`config.mk`:
```
export PLATFORM = sky130hd
export DESIGN_NAME = fpqr_ctrl
export DESIGN_NICKNAME = d
export VERILOG_FILES = /design/src/rtl/fpqr_pkg.sv /design/src/rtl/fpqr_ctrl.sv
export SDC_FILE = /design/constraint.sdc
export NUM_CORES = 1
export LEC_CHECK = 0
export ABC_CLOCK_PERIOD_IN_PS = 2200
export BUFFER_PORTS_ARGS = -buffer_cell sky130_fd_sc_hd__buf_2
export CAP_MARGIN = 20
export CORE_MARGIN = 2
export CORE_UTILIZATION = 41
export CTS_CLUSTER_DIAMETER = 60
export CTS_CLUSTER_SIZE = 28
export DETAILED_ROUTE_END_ITERATION = 7
export MAX_ROUTING_LAYER = met4
export PLACE_DENSITY = 0.67
export RECOVER_POWER = 100
export SYNTH_ARGS = -nofsm -noshare
export SYNTH_HDL_FRONTEND = slang
export SYNTH_SLANG_ARGS = --single-unit
```
`constraint.sdc`:
```
create_clock -name i_clk -period 2.2 [get_ports i_clk]
set_input_delay 0.22 -clock i_clk [delete_from_list [all_inputs] [get_ports i_clk]]
set_output_delay 0.22 -clock i_clk [all_outputs]
set_load 0.1 [all_outputs]
```
`src/rtl/fpqr_pkg.sv`:
```
package fpqr_pkg;

    localparam int QueueDepth = 256;
    localparam int QueueAw    = 8;
    localparam int RecDepth   = 4096;
    localparam int RecAw      = 12;
    localparam int ReadBurst  = 20;
    localparam int BurstW     = 6;

    localparam logic [47:0] NeutralSticks = 48'h8008_0080_0800;
    localparam logic [7:0]  RunCap        = 8'd240;
    localparam logic [4:0]  StarveLimit   = 5'd20;

    typedef enum logic [2:0] {
        CMD_QUEUE_DIGITAL = 3'd0,
        CMD_QUEUE_FULL    = 3'd1,
        CMD_FRAME_TICK    = 3'd2,
        CMD_SET_MODE      = 3'd3,
        CMD_START_REC     = 3'd4,
        CMD_STOP_REC      = 3'd5,
        CMD_READ_REC      = 3'd6,
        CMD_NOP           = 3'd7
    } t_cmd;

    localparam logic [1:0] KIND_STATUS = 2'd0;
    localparam logic [1:0] KIND_FRAME  = 2'd1;
    localparam logic [1:0] KIND_REC    = 2'd2;

    typedef enum logic [3:0] {
        ST_IDLE,
        ST_TICK_PUSH,
        ST_TICK_SEL,
        ST_TICK_SHOW,
        ST_REC_RD,
        ST_REC_WR,
        ST_SEED,
        ST_RD_ADDR,
        ST_RD_OUT,
        ST_RD_LAST,
        ST_OUT
    } t_state;

    typedef struct packed {
        logic       push_user;
        logic       push_neutral;
        logic       set_mode;
        logic       tick_sel;
        logic       q_read;
        logic       show_frame;
        logic       rec_read;
        logic       rec_write;
        logic       seed;
        logic       stop_rec;
        logic       rd_start;
        logic       rd_issue;
        logic       rd_emit;
        logic       rd_last;
        logic       status_out;
        logic       out_last;
    } t_ctrl;

    typedef struct packed {
        logic starved;
        logic rec_active;
        logic rd_at_end;
        logic rd_next_end;
        logic out_busy;
    } t_stat;

endpackage

```
`src/rtl/fpqr_ctrl.sv`:
```
module fpqr_ctrl (
    input  logic                 i_clk,
    input  logic                 i_rst_n,
    input  logic                 i_in_valid,
    input  logic [2:0]           i_cmd,
    output logic                 o_in_ready,
    input  fpqr_pkg::t_stat      i_stat,
    output fpqr_pkg::t_ctrl      o_ctrl
);

    fpqr_pkg::t_state r_state, n_state;
    fpqr_pkg::t_cmd   cmd;
    logic [fpqr_pkg::BurstW-1:0] r_cnt, n_cnt;

    assign cmd = fpqr_pkg::t_cmd'(i_cmd);

    always_ff @(posedge i_clk) begin
        if (!i_rst_n) begin
            r_state <= fpqr_pkg::ST_IDLE;
            r_cnt   <= '0;
        end else begin
            r_state <= n_state;
            r_cnt   <= n_cnt;
        end
    end

    always_comb begin
        n_state    = r_state;
        n_cnt      = r_cnt;
        o_ctrl     = '0;
        o_in_ready = 1'b0;
        case (r_state)
            fpqr_pkg::ST_IDLE: begin
                o_in_ready = !i_stat.out_busy;
                if (i_in_valid && !i_stat.out_busy) begin
                    case (cmd)
                        fpqr_pkg::CMD_QUEUE_DIGITAL, fpqr_pkg::CMD_QUEUE_FULL: begin
                            o_ctrl.push_user  = 1'b1;
                            o_ctrl.status_out = 1'b1;
                        end
                        fpqr_pkg::CMD_FRAME_TICK: begin
                            o_ctrl.push_neutral = i_stat.starved;
                            n_state = fpqr_pkg::ST_TICK_SEL;
                        end
                        fpqr_pkg::CMD_SET_MODE: begin
                            o_ctrl.set_mode   = 1'b1;
                            o_ctrl.status_out = 1'b1;
                        end
                        fpqr_pkg::CMD_START_REC: begin
                            o_ctrl.q_read = 1'b1;
                            n_state = fpqr_pkg::ST_SEED;
                        end
                        fpqr_pkg::CMD_STOP_REC: begin
                            o_ctrl.stop_rec   = 1'b1;
                            o_ctrl.status_out = 1'b1;
                        end
                        fpqr_pkg::CMD_READ_REC: begin
                            o_ctrl.rd_start = 1'b1;
                            n_cnt   = '0;
                            n_state = fpqr_pkg::ST_RD_ADDR;
                        end
                        default: o_ctrl.status_out = 1'b1;
                    endcase
                end
            end
            fpqr_pkg::ST_TICK_SEL: begin
                o_ctrl.tick_sel = 1'b1;
                n_state = fpqr_pkg::ST_TICK_SHOW;
            end
            fpqr_pkg::ST_TICK_SHOW: begin
                o_ctrl.q_read = 1'b1;
                n_state = fpqr_pkg::ST_TICK_PUSH;
            end
            fpqr_pkg::ST_TICK_PUSH: begin
                // when recording, the frame is shown once the run update is done
                if (i_stat.rec_active) begin
                    o_ctrl.rec_read = 1'b1;
                    n_state = fpqr_pkg::ST_REC_RD;
                end else if (!i_stat.out_busy) begin
                    o_ctrl.show_frame = 1'b1;
                    n_state = fpqr_pkg::ST_IDLE;
                end
            end
            fpqr_pkg::ST_REC_RD: begin
                n_state = fpqr_pkg::ST_REC_WR;
            end
            fpqr_pkg::ST_REC_WR: begin
                if (!i_stat.out_busy) begin
                    o_ctrl.rec_write  = 1'b1;
                    o_ctrl.show_frame = 1'b1;
                    n_state = fpqr_pkg::ST_IDLE;
                end
            end
            fpqr_pkg::ST_SEED: begin
                if (!i_stat.out_busy) begin
                    o_ctrl.seed       = 1'b1;
                    o_ctrl.status_out = 1'b1;
                    n_state = fpqr_pkg::ST_IDLE;
                end
            end
            fpqr_pkg::ST_RD_ADDR: begin
                o_ctrl.rd_issue = 1'b1;
                n_state = fpqr_pkg::ST_RD_OUT;
            end
            fpqr_pkg::ST_RD_OUT: begin
                if (!i_stat.out_busy) begin
                    if (i_stat.rd_at_end) begin
                        o_ctrl.rd_emit  = 1'b1;
                        o_ctrl.rd_last  = 1'b1;
                        o_ctrl.out_last = 1'b1;
                        n_state = fpqr_pkg::ST_IDLE;
                    end else begin
                        // a full burst that lands on the end still emits the end entry
                        o_ctrl.rd_emit  = 1'b1;
                        o_ctrl.out_last = (r_cnt == fpqr_pkg::BurstW'(fpqr_pkg::ReadBurst - 1))
                                          && !i_stat.rd_next_end;
                        n_cnt = r_cnt + 1'b1;
                        n_state = o_ctrl.out_last ? fpqr_pkg::ST_IDLE : fpqr_pkg::ST_RD_ADDR;
                    end
                end
            end
            default: n_state = fpqr_pkg::ST_IDLE;
        endcase
    end

endmodule

```
Word level (Yosys, flattened, before mapping):

Index checks and enable logic that the tools add are counted.
Widths: inputs -> output; s select.

* add/sub/neg operators: 1
* equal/unequal tests: 20
* muxes and demuxes: 44
* reduce and logical (&&, ||, !) cells: 12

Operator list (number)
* $pmux 4 s8: 1
* $mux 6: 4
* $mux 1: 22
* $eq 4x3->1 const B: 4
* $mux 4: 4
* $mux 3: 4
* $pmux 4 s3: 1
* $pmux 6 s2: 1
* $eq 3x3->1 const B: 3
* $eq 4x2->1 const B: 2
* $mux 2: 4
* $add 6x1->6 const B: 1
* $eq 3x2->1 const B: 2
* $eq 6x5->1 const B: 1
* $ne 2x2->1 const B: 3
* $pmux 1 s2: 3
* $reduce_and 5->1: 1
* $eq 4x1->1 const B: 1
* $eq 4x4->1 const B: 1
* $logic_not 4->1: 1
* $ne 4x1->1 const B: 1
* $reduce_or 2->1: 2
* $eq 3x1->1 const B: 1
* $logic_not 3->1: 1
* 6 further kinds: 8

* bits in registers: 10
* word-level logic and storage cells: 79

Longest topological paths before layout:

Gate-level depths: netlist of the first run.

* depth in word-level cells: 6
* mapped depth: 6
* mapped depth without buffers: 5

Least setup slack after synthesis of the first run:

No wires, ideal clock.

* path type: register to output
* start: reg r_state[1]
* end: out o_ctrl[14] (netlist name)
* arrival: 5.110 ns
* data required time: 1.980 ns
* path slack: -3.130 ns
* cell stages (with the launch flop): 6
* buffers on the path: 1
* path through: dfxtp_1 > buf_2 > or3_4 > nor3_4 > nand3_1 > nor4b_1

RTL lines
* start: declaration: RTL line fpqr_ctrl.sv:11 `fpqr_pkg::t_state r_state, n_state;`
* start signal: assignment: RTL line fpqr_ctrl.sv:19 `r_state <= fpqr_pkg::ST_IDLE;`
* start signal: assignment: RTL line fpqr_ctrl.sv:22 `r_state <= n_state;`
* end: declaration: RTL line fpqr_ctrl.sv:8 `output fpqr_pkg::t_ctrl o_ctrl`

==> results.md, run 1 <==
* Critical Path End: o_ctrl[11]
* Post-Route WL at 2250 um
* Yosys warns at 0
* Worst Setup Path Type: flop to output port
* DRT iter0 DRCs at 18
* Ant. Diodes at 0
* DR vias/cell at 5.63
* Synth Cell Area at 865 um2
* Initial Util at 43.6%
* Fin cells at 166
* Crit path required time at 1.98 ns
* R2R Setup Slk at 0.21 ns
* Fmax at 469 MHz
* Final slew viol count at 0
* Met2 Routed Length at 1070 um
* First-pass GRT wire length at 3820 um
* 1st-pass router iterations at 4
* Nets at 152
* Clock Latency Late Sink at 0.28 ns
* Die H at 49.9 um
* CTS Sinks at 10
* Post-synth EDFFs at 0
* Total Power at 0.524 mW
* DR WL met3 at 131 um
* Hold Path Class: input port to flop
* Largest net degree at the start of global routing at 16
* Worst R2R End: r_cnt[3]
* CTS max path bufs at 2
* Core area at 1980 um2
* Layout cells sized above 1 at 46.8%
* Register area at 204 um2
* Max-cap violation count at 0
* Arr. time, crit path at 1.91 ns
* Hold buffers post-CTS at 0
* Worst Reg-to-Reg Cells at 5
* Post-DP HPWL at 1730 um
* WL/cell at 13.6 um
* Vias in the first global route at 851
* Syn Nets at 120
* Vias at 934
* DRC at 0
* Routed Antenna Nets at 0
* Measured slew at the worst slew-check pin at 0.760 ns
* FF+latch count, synth at 10
* Total grt overflow at 0
* Uppermost routed layer: met4
* Setup_tns at 0 ns
* Synth Flop Type: dfxtp_1
* Worst Setup Start Kind: flop
* Clock H-tree levels at 1
* Worst-path maximum fanout at 4
* Outcome: complete, no violations
* Setup crit start: r_state[3]
* Max VDD drop at 0.402 mV
* Distinct cells, synth at 41
* Leak at 0.521 nW
* # port buffers at 27
* Die W at 49.9 um
* # fillers at 164
* I/O pins at 28
* Clock Pin Slew Worst Setup and Hold Paths at 0.06 ns
* Hold_ws at 0.271 ns
* Multi-input gate area at 742 um2
* Reg-to-Reg Start: r_state[1]
* Die ar. at 2490 um2
* Fin crit share at 97.0%
* Post-Place Cells at 159
* Routability Congestion at 0.852
* TritonCTS buffer count at 3
* Total GRT Usage at 20.3%
* Skew final at 0.00678 ns
* Mapped Cells at 108
* WL met1 at 1030 um
* Slew headroom at 49.3%
* Initial antenna violation count at 0
* Synthesis-to-finish area growth at 59.2%
* Share of synthesized registers carrying an async set or reset at 0%
* Rows at 16
* TritonCTS clock tree: built
* Min Tclk post-route at 2.13 ns
* P per Cell Area at 381 nW/um2
* Sequential element share of the synthesized area at 23.2%
* Crit path capture type: output port
* Final setup fails at 0
* Syn avg cell area at 8.01 um2
* Hold path cells at 2
* Hold Vio Cnt, Final at 0
* Clock tree root buffer cell: clkbuf_4
[cell usage after synthesis (2+ instances only)]
cell       count  area [um2]
nor2_1        10        37.5
or4_1          3        22.5
buf_2          6        30.0
clkbuf_1       2        7.51
nor4b_1        4        35.0
nand3_1        7        35.0
nand2_1        7        26.3
dfxtp_1       10         200
o21ai_0        2        10.0
o31ai_1        3        22.5
nand2b_1       3        18.8
mux2i_1        2        20.0
o2111ai_1      2        17.5
inv_1          5        18.8
o311a_1        2        20.0
o21ba_2        2        20.0
nor3_1         7        35.0
nor4_1         2        12.5
nand3b_1       2        15.0
a21oi_1        6        30.0
[what timing repair did]
item | CTS | global route
setup buffers | 0 | 3
pin swaps | 0 | 3
endpoints found under the setup margin | 1 | 3
gates resized for setup | 1 | 2
[flip-flops by register name, summed over array words and instances (netlist names)]
| register | flops |
|---|---|
| r_state | 4 |
| r_cnt | 6 |
[how the worst min path moves through the flow]
stage / start / to
floorplan: i_rst_n / r_cnt[1]
global placement: r_cnt[5] / r_cnt[5]
detailed placement: r_cnt[5] / r_cnt[5]
CTS: i_rst_n / r_state[3]
global route: i_rst_n / r_state[3]
finish: i_rst_n / r_state[3]
[worst max-delay path, cell delays in order (launching register included)]
cell     delay [ns]
dfxtp_2        0.32
or3_4          0.41
nor3_4         0.18
buf_4          0.17
nand2_4        0.09
o32ai_4        0.25
buf_12         0.21
[logic make-up after synthesis]
kind of cell	count (synthesis)	share of synthesized area (%)
buffers and inverters	13	6.51
AO/OA/AOI/OAI	26	24.5
XOR/XNOR	1	1.01
multiplexers	2	2.32
AND/OR/NAND/NOR	55	41.1
adder cells (fa/ha/maj)	1	1.45
flip-flops	10	23.2
[metal layers]
metal  GRT usage (%)  vias to the layer above
li1                -                      475
met1            25.3                      423
met4            5.56                        0
met5               -                        -
met2            32.9                       33
met3            4.55                        3
[report_power, final]
group,switching (mW),internal (mW)
sequential,0.00348,0.183
clock,0.0687,0.101
combinational,0.113,0.0559
[placed cells by master, fill, tap and decap left out, types with 5 or more instances in the layout]
cell and count:
nand2_1 6, clkbuf_2 5, buf_2 12, a21oi_1 6, buf_4 7, nor2_1 8
buf_12 10, inv_1 5, dfxtp_1 7, nand3_1 6, nor3_4 5
[metrics by stage]
step / setup slack (ns) / instance area, um2 / util, %
global route: -0.0258 / 1380 / 69.4
detailed placement: 0.221 / 1330 / 67.3
finish: 0.0668 / 1380 / 69.4
floorplan: -1.11 / 1030 / -
CTS: 0.0332 / 1370 / 69.3
global placement: 0.265 / 1330 / 67.3
[layout make-up]
cell class | count | area share [%]
Multi-Input combinational cell | 85 | 53.9
Timing Repair Buffer | 35 | 24.8
Sequential cell | 10 | 14.8
Clock buffer | 4 | 2.64
Tap cell | 27 | 2.45
Inverter | 5 | 1.36
(Power assumes the default switching activity.)
==> inputs of run 2 (changes only) <==
--- a/config.mk
+++ b/config.mk
@@ -9,12 +9,12 @@
 export BUFFER_PORTS_ARGS = -buffer_cell sky130_fd_sc_hd__buf_2
 export CAP_MARGIN = 20
 export CORE_MARGIN = 2
-export CORE_UTILIZATION = 41
+export CORE_UTILIZATION = 49
 export CTS_CLUSTER_DIAMETER = 60
 export CTS_CLUSTER_SIZE = 28
 export DETAILED_ROUTE_END_ITERATION = 7
 export MAX_ROUTING_LAYER = met4
-export PLACE_DENSITY = 0.67
+export PLACE_DENSITY = 0.78
 export RECOVER_POWER = 100
 export SYNTH_ARGS = -nofsm -noshare
 export SYNTH_HDL_FRONTEND = slang
==> run 2 against run 1 <==
- via count is 3.2% higher
- critical path type unchanged
- sequential share of layout area up 0.11 points
- maximum frequency fell by 0.87%
- final area down 0.73%
- clock power about the same
- flip-flop and latch count stayed put
==> results.md, run 2 (synthesis results as in run 1) <==
* Fin cells at 156 (-6.0%)
* Outcome: complete, no violations
* Layout cells sized above 1 at 47.5% (+0.72 points)
* Hold Vio Cnt, Final at 0 (unchanged)
* Hold buffers post-CTS at 0 (unchanged)
* CTS max path bufs at 2 (unchanged)
* Max VDD drop at 0.423 mV (+5.3%)
* Total grt overflow at 0 (unchanged)
* Initial Util at 51.2% (+7.6 points)
* Min Tclk post-route at 2.15 ns (+0.0188 ns)
* DR vias/cell at 6.18 (+9.8%)
* Switching share of power at 35.3% (+0.039 points)
* Ant. Diodes at 0 (unchanged)
* Clock Latency Late Sink at 0.27 ns (about the same)
* RSZ-0062 raised after global routing: yes
* Most common cell after layout, fill and taps aside: buf_2
* CTS Sinks at 10 (unchanged)
* Worst Setup Path Type: flop to output port
* Clock H-tree levels at 1 (unchanged)
* Multi-input gate area at 744 um2 (+0.34%)
* 1st-pass router iterations at 4 (unchanged)
* Clock tree root buffer cell: clkbuf_4
* Vias in the first global route at 860 (+1.1%)
* Final setup fails at 0 (unchanged)
* Rows at 15 (-1)
* Die H at 46.0 um (-7.8%)
* WL/cell at 14.9 um (+9.6%)
* Synthesis-to-finish area growth at 58.0%
* Crit path capture type: output port
* Sequential share of power at 35.4% (about the same)
* TritonCTS clock tree: built
* Worst Setup Start Kind: flop
* Post-Place Cells at 149 (-6.3%)
* Hold path cells at 2 (unchanged)
* Commonest cells after routing, fill and taps aside: buf_2 (16), buf_12 (10), nor2_1 (7), buf_4 (7), dfxtp_1 (7)
* Comb pwr share at 32.3% (+0.2 points)
* Arr. time, crit path at 1.93 ns (+0.02 ns)
* Leak at 0.525 nW (+0.63%)
* Post-Route WL at 2320 um (+3.0%)
* TritonCTS buffer count at 3 (unchanged)
* Biggest register: r_cnt
* Measured slew at the worst slew-check pin at 0.730 ns (-0.0306 ns)
* Internal at 0.340 mW (about the same)
* DRT iter0 DRCs at 36 (+18)
* Vias at 964 (+3.2%)
* Clock Pin Slew Worst Setup and Hold Paths at 0.07 ns (about the same)
* Worst Reg-to-Reg Cells at 5 (unchanged)
* Total GRT Usage at 24.6% (+4.3 points)
* Routed Antenna Nets at 0 (unchanged)
* Register area at 204 um2 (unchanged)
* Crit path required time at 1.98 ns (about the same)
* Routability Congestion at 0.843 (-1.1%)
* Fin crit share at 97.8% (+0.85 points)
* Largest net degree at the start of global routing at 16 (unchanged)
* # fillers at 109 (-34%)
* Nets at 152 (unchanged)
* P per Cell Area at 384 nW/um2 (+0.82%)
* Worst-path maximum fanout at 4 (unchanged)
* Initial antenna violation count at 0 (unchanged)
* Switch Pwr at 0.185 mW (+0.19%)
* DRC at 0 (unchanged)
* Final slew viol count at 0 (unchanged)
* Die ar. at 2120 um2 (-15%)
* Die W at 46.0 um (-7.8%)
* Post-DP HPWL at 1780 um (+2.7%)
* Max reg flops at 6 (unchanged)
* First-pass GRT wire length at 3640 um (-4.7%)
* Slew headroom at 51.4% (+2.0 points)
* Hold Path Class: input port to flop
* Largest regs: r_cnt x6, r_state x4
* Fmax at 465 MHz (-0.87%)
* Core area at 1690 um2 (-15%)
* Clock share of power at 32.3% (about the same)
* # port buffers at 27 (unchanged)
* Max-cap violation count at 0 (unchanged)
* Skew final at 0.00370 ns (-0.00307 ns)
* Core Util, Final at 80.9% (+11 points)
* Setup_tns at 0 ns (unchanged)
* I/O pins at 28 (unchanged)
[run 2: cell types whose count changed in the layout (fill, tap and decap cells not counted), sizes merged]
cell,previous run,this run
clkbuf,10,6
buf,29,33
[run 2: stage by stage]
step	hold WS, ns	worst slack, ns	cell area (um2)	power [mW]
after global routing	0.275	-0.0260	1370	0.547
after CTS	0.271	0.0180	1360	0.527
after global placement	0.469	0.271	1320	0.352
after floorplan	0.383	-1.11	1030	0.310
after detailed placement	0.479	0.215	1320	0.356
final	0.284	0.0480	1370	0.525
[run 2: worst max-delay path: stages, from the launching register on]
cell and delay [ns]:
dfxtp_2 0.32, or3_4 0.41, nor3_4 0.21, buf_4 0.17, nand2_4 0.09, o32ai_4 0.25, buf_12 0.21
[run 2: layer usage]
layer	global-route usage, %	routed length [um]	vias to the layer above
met5	-	0	-
met1	29.6	984	451
met4	6.86	6	0
met2	41.4	1210	41
met3	4.76	126	2
li1	-	-	470
[run 2: layout make-up]
| cell class | instances | area share [%] |
|---|---|---|
| multi-input cells | 85 | 54.5 |
| repair buffers | 35 | 25.0 |
| flip-flops and latches | 10 | 14.9 |
| clock buffers | 4 | 2.66 |
| well taps | 17 | 1.56 |
| inverters | 5 | 1.37 |
[run 2: worst paths after layout]
kind | slack, ns | from | to
max | 0.05 | r_state[3] | o_ctrl[11]
min | 0.28 | i_rst_n | r_state[3]
max reg2reg | 0.19 | r_state[2] | r_cnt[5]
min reg2reg | 0.49 | r_cnt[5] | r_cnt[5]
[run 2: power groups by stage]
| stage | Clock, mW | Combinational, mW | Sequential [mW] |
|---|---|---|---|
| CTS | 0.174 | 0.167 | 0.186 |
| finish | 0.169 | 0.169 | 0.186 |
| floorplan | 0 | 0.122 | 0.189 |
| detailed placement | 0 | 0.166 | 0.190 |
| global route | 0.183 | 0.178 | 0.186 |
| global placement | 0 | 0.162 | 0.190 |
[run 2: what timing repair did]
item / CTS / global route
pin swaps: 0 / 3
gates resized for setup: 1 / 2
setup buffers: 0 / 3
setup endpoints to repair: 2 / 3
gates cloned: 0 / 0
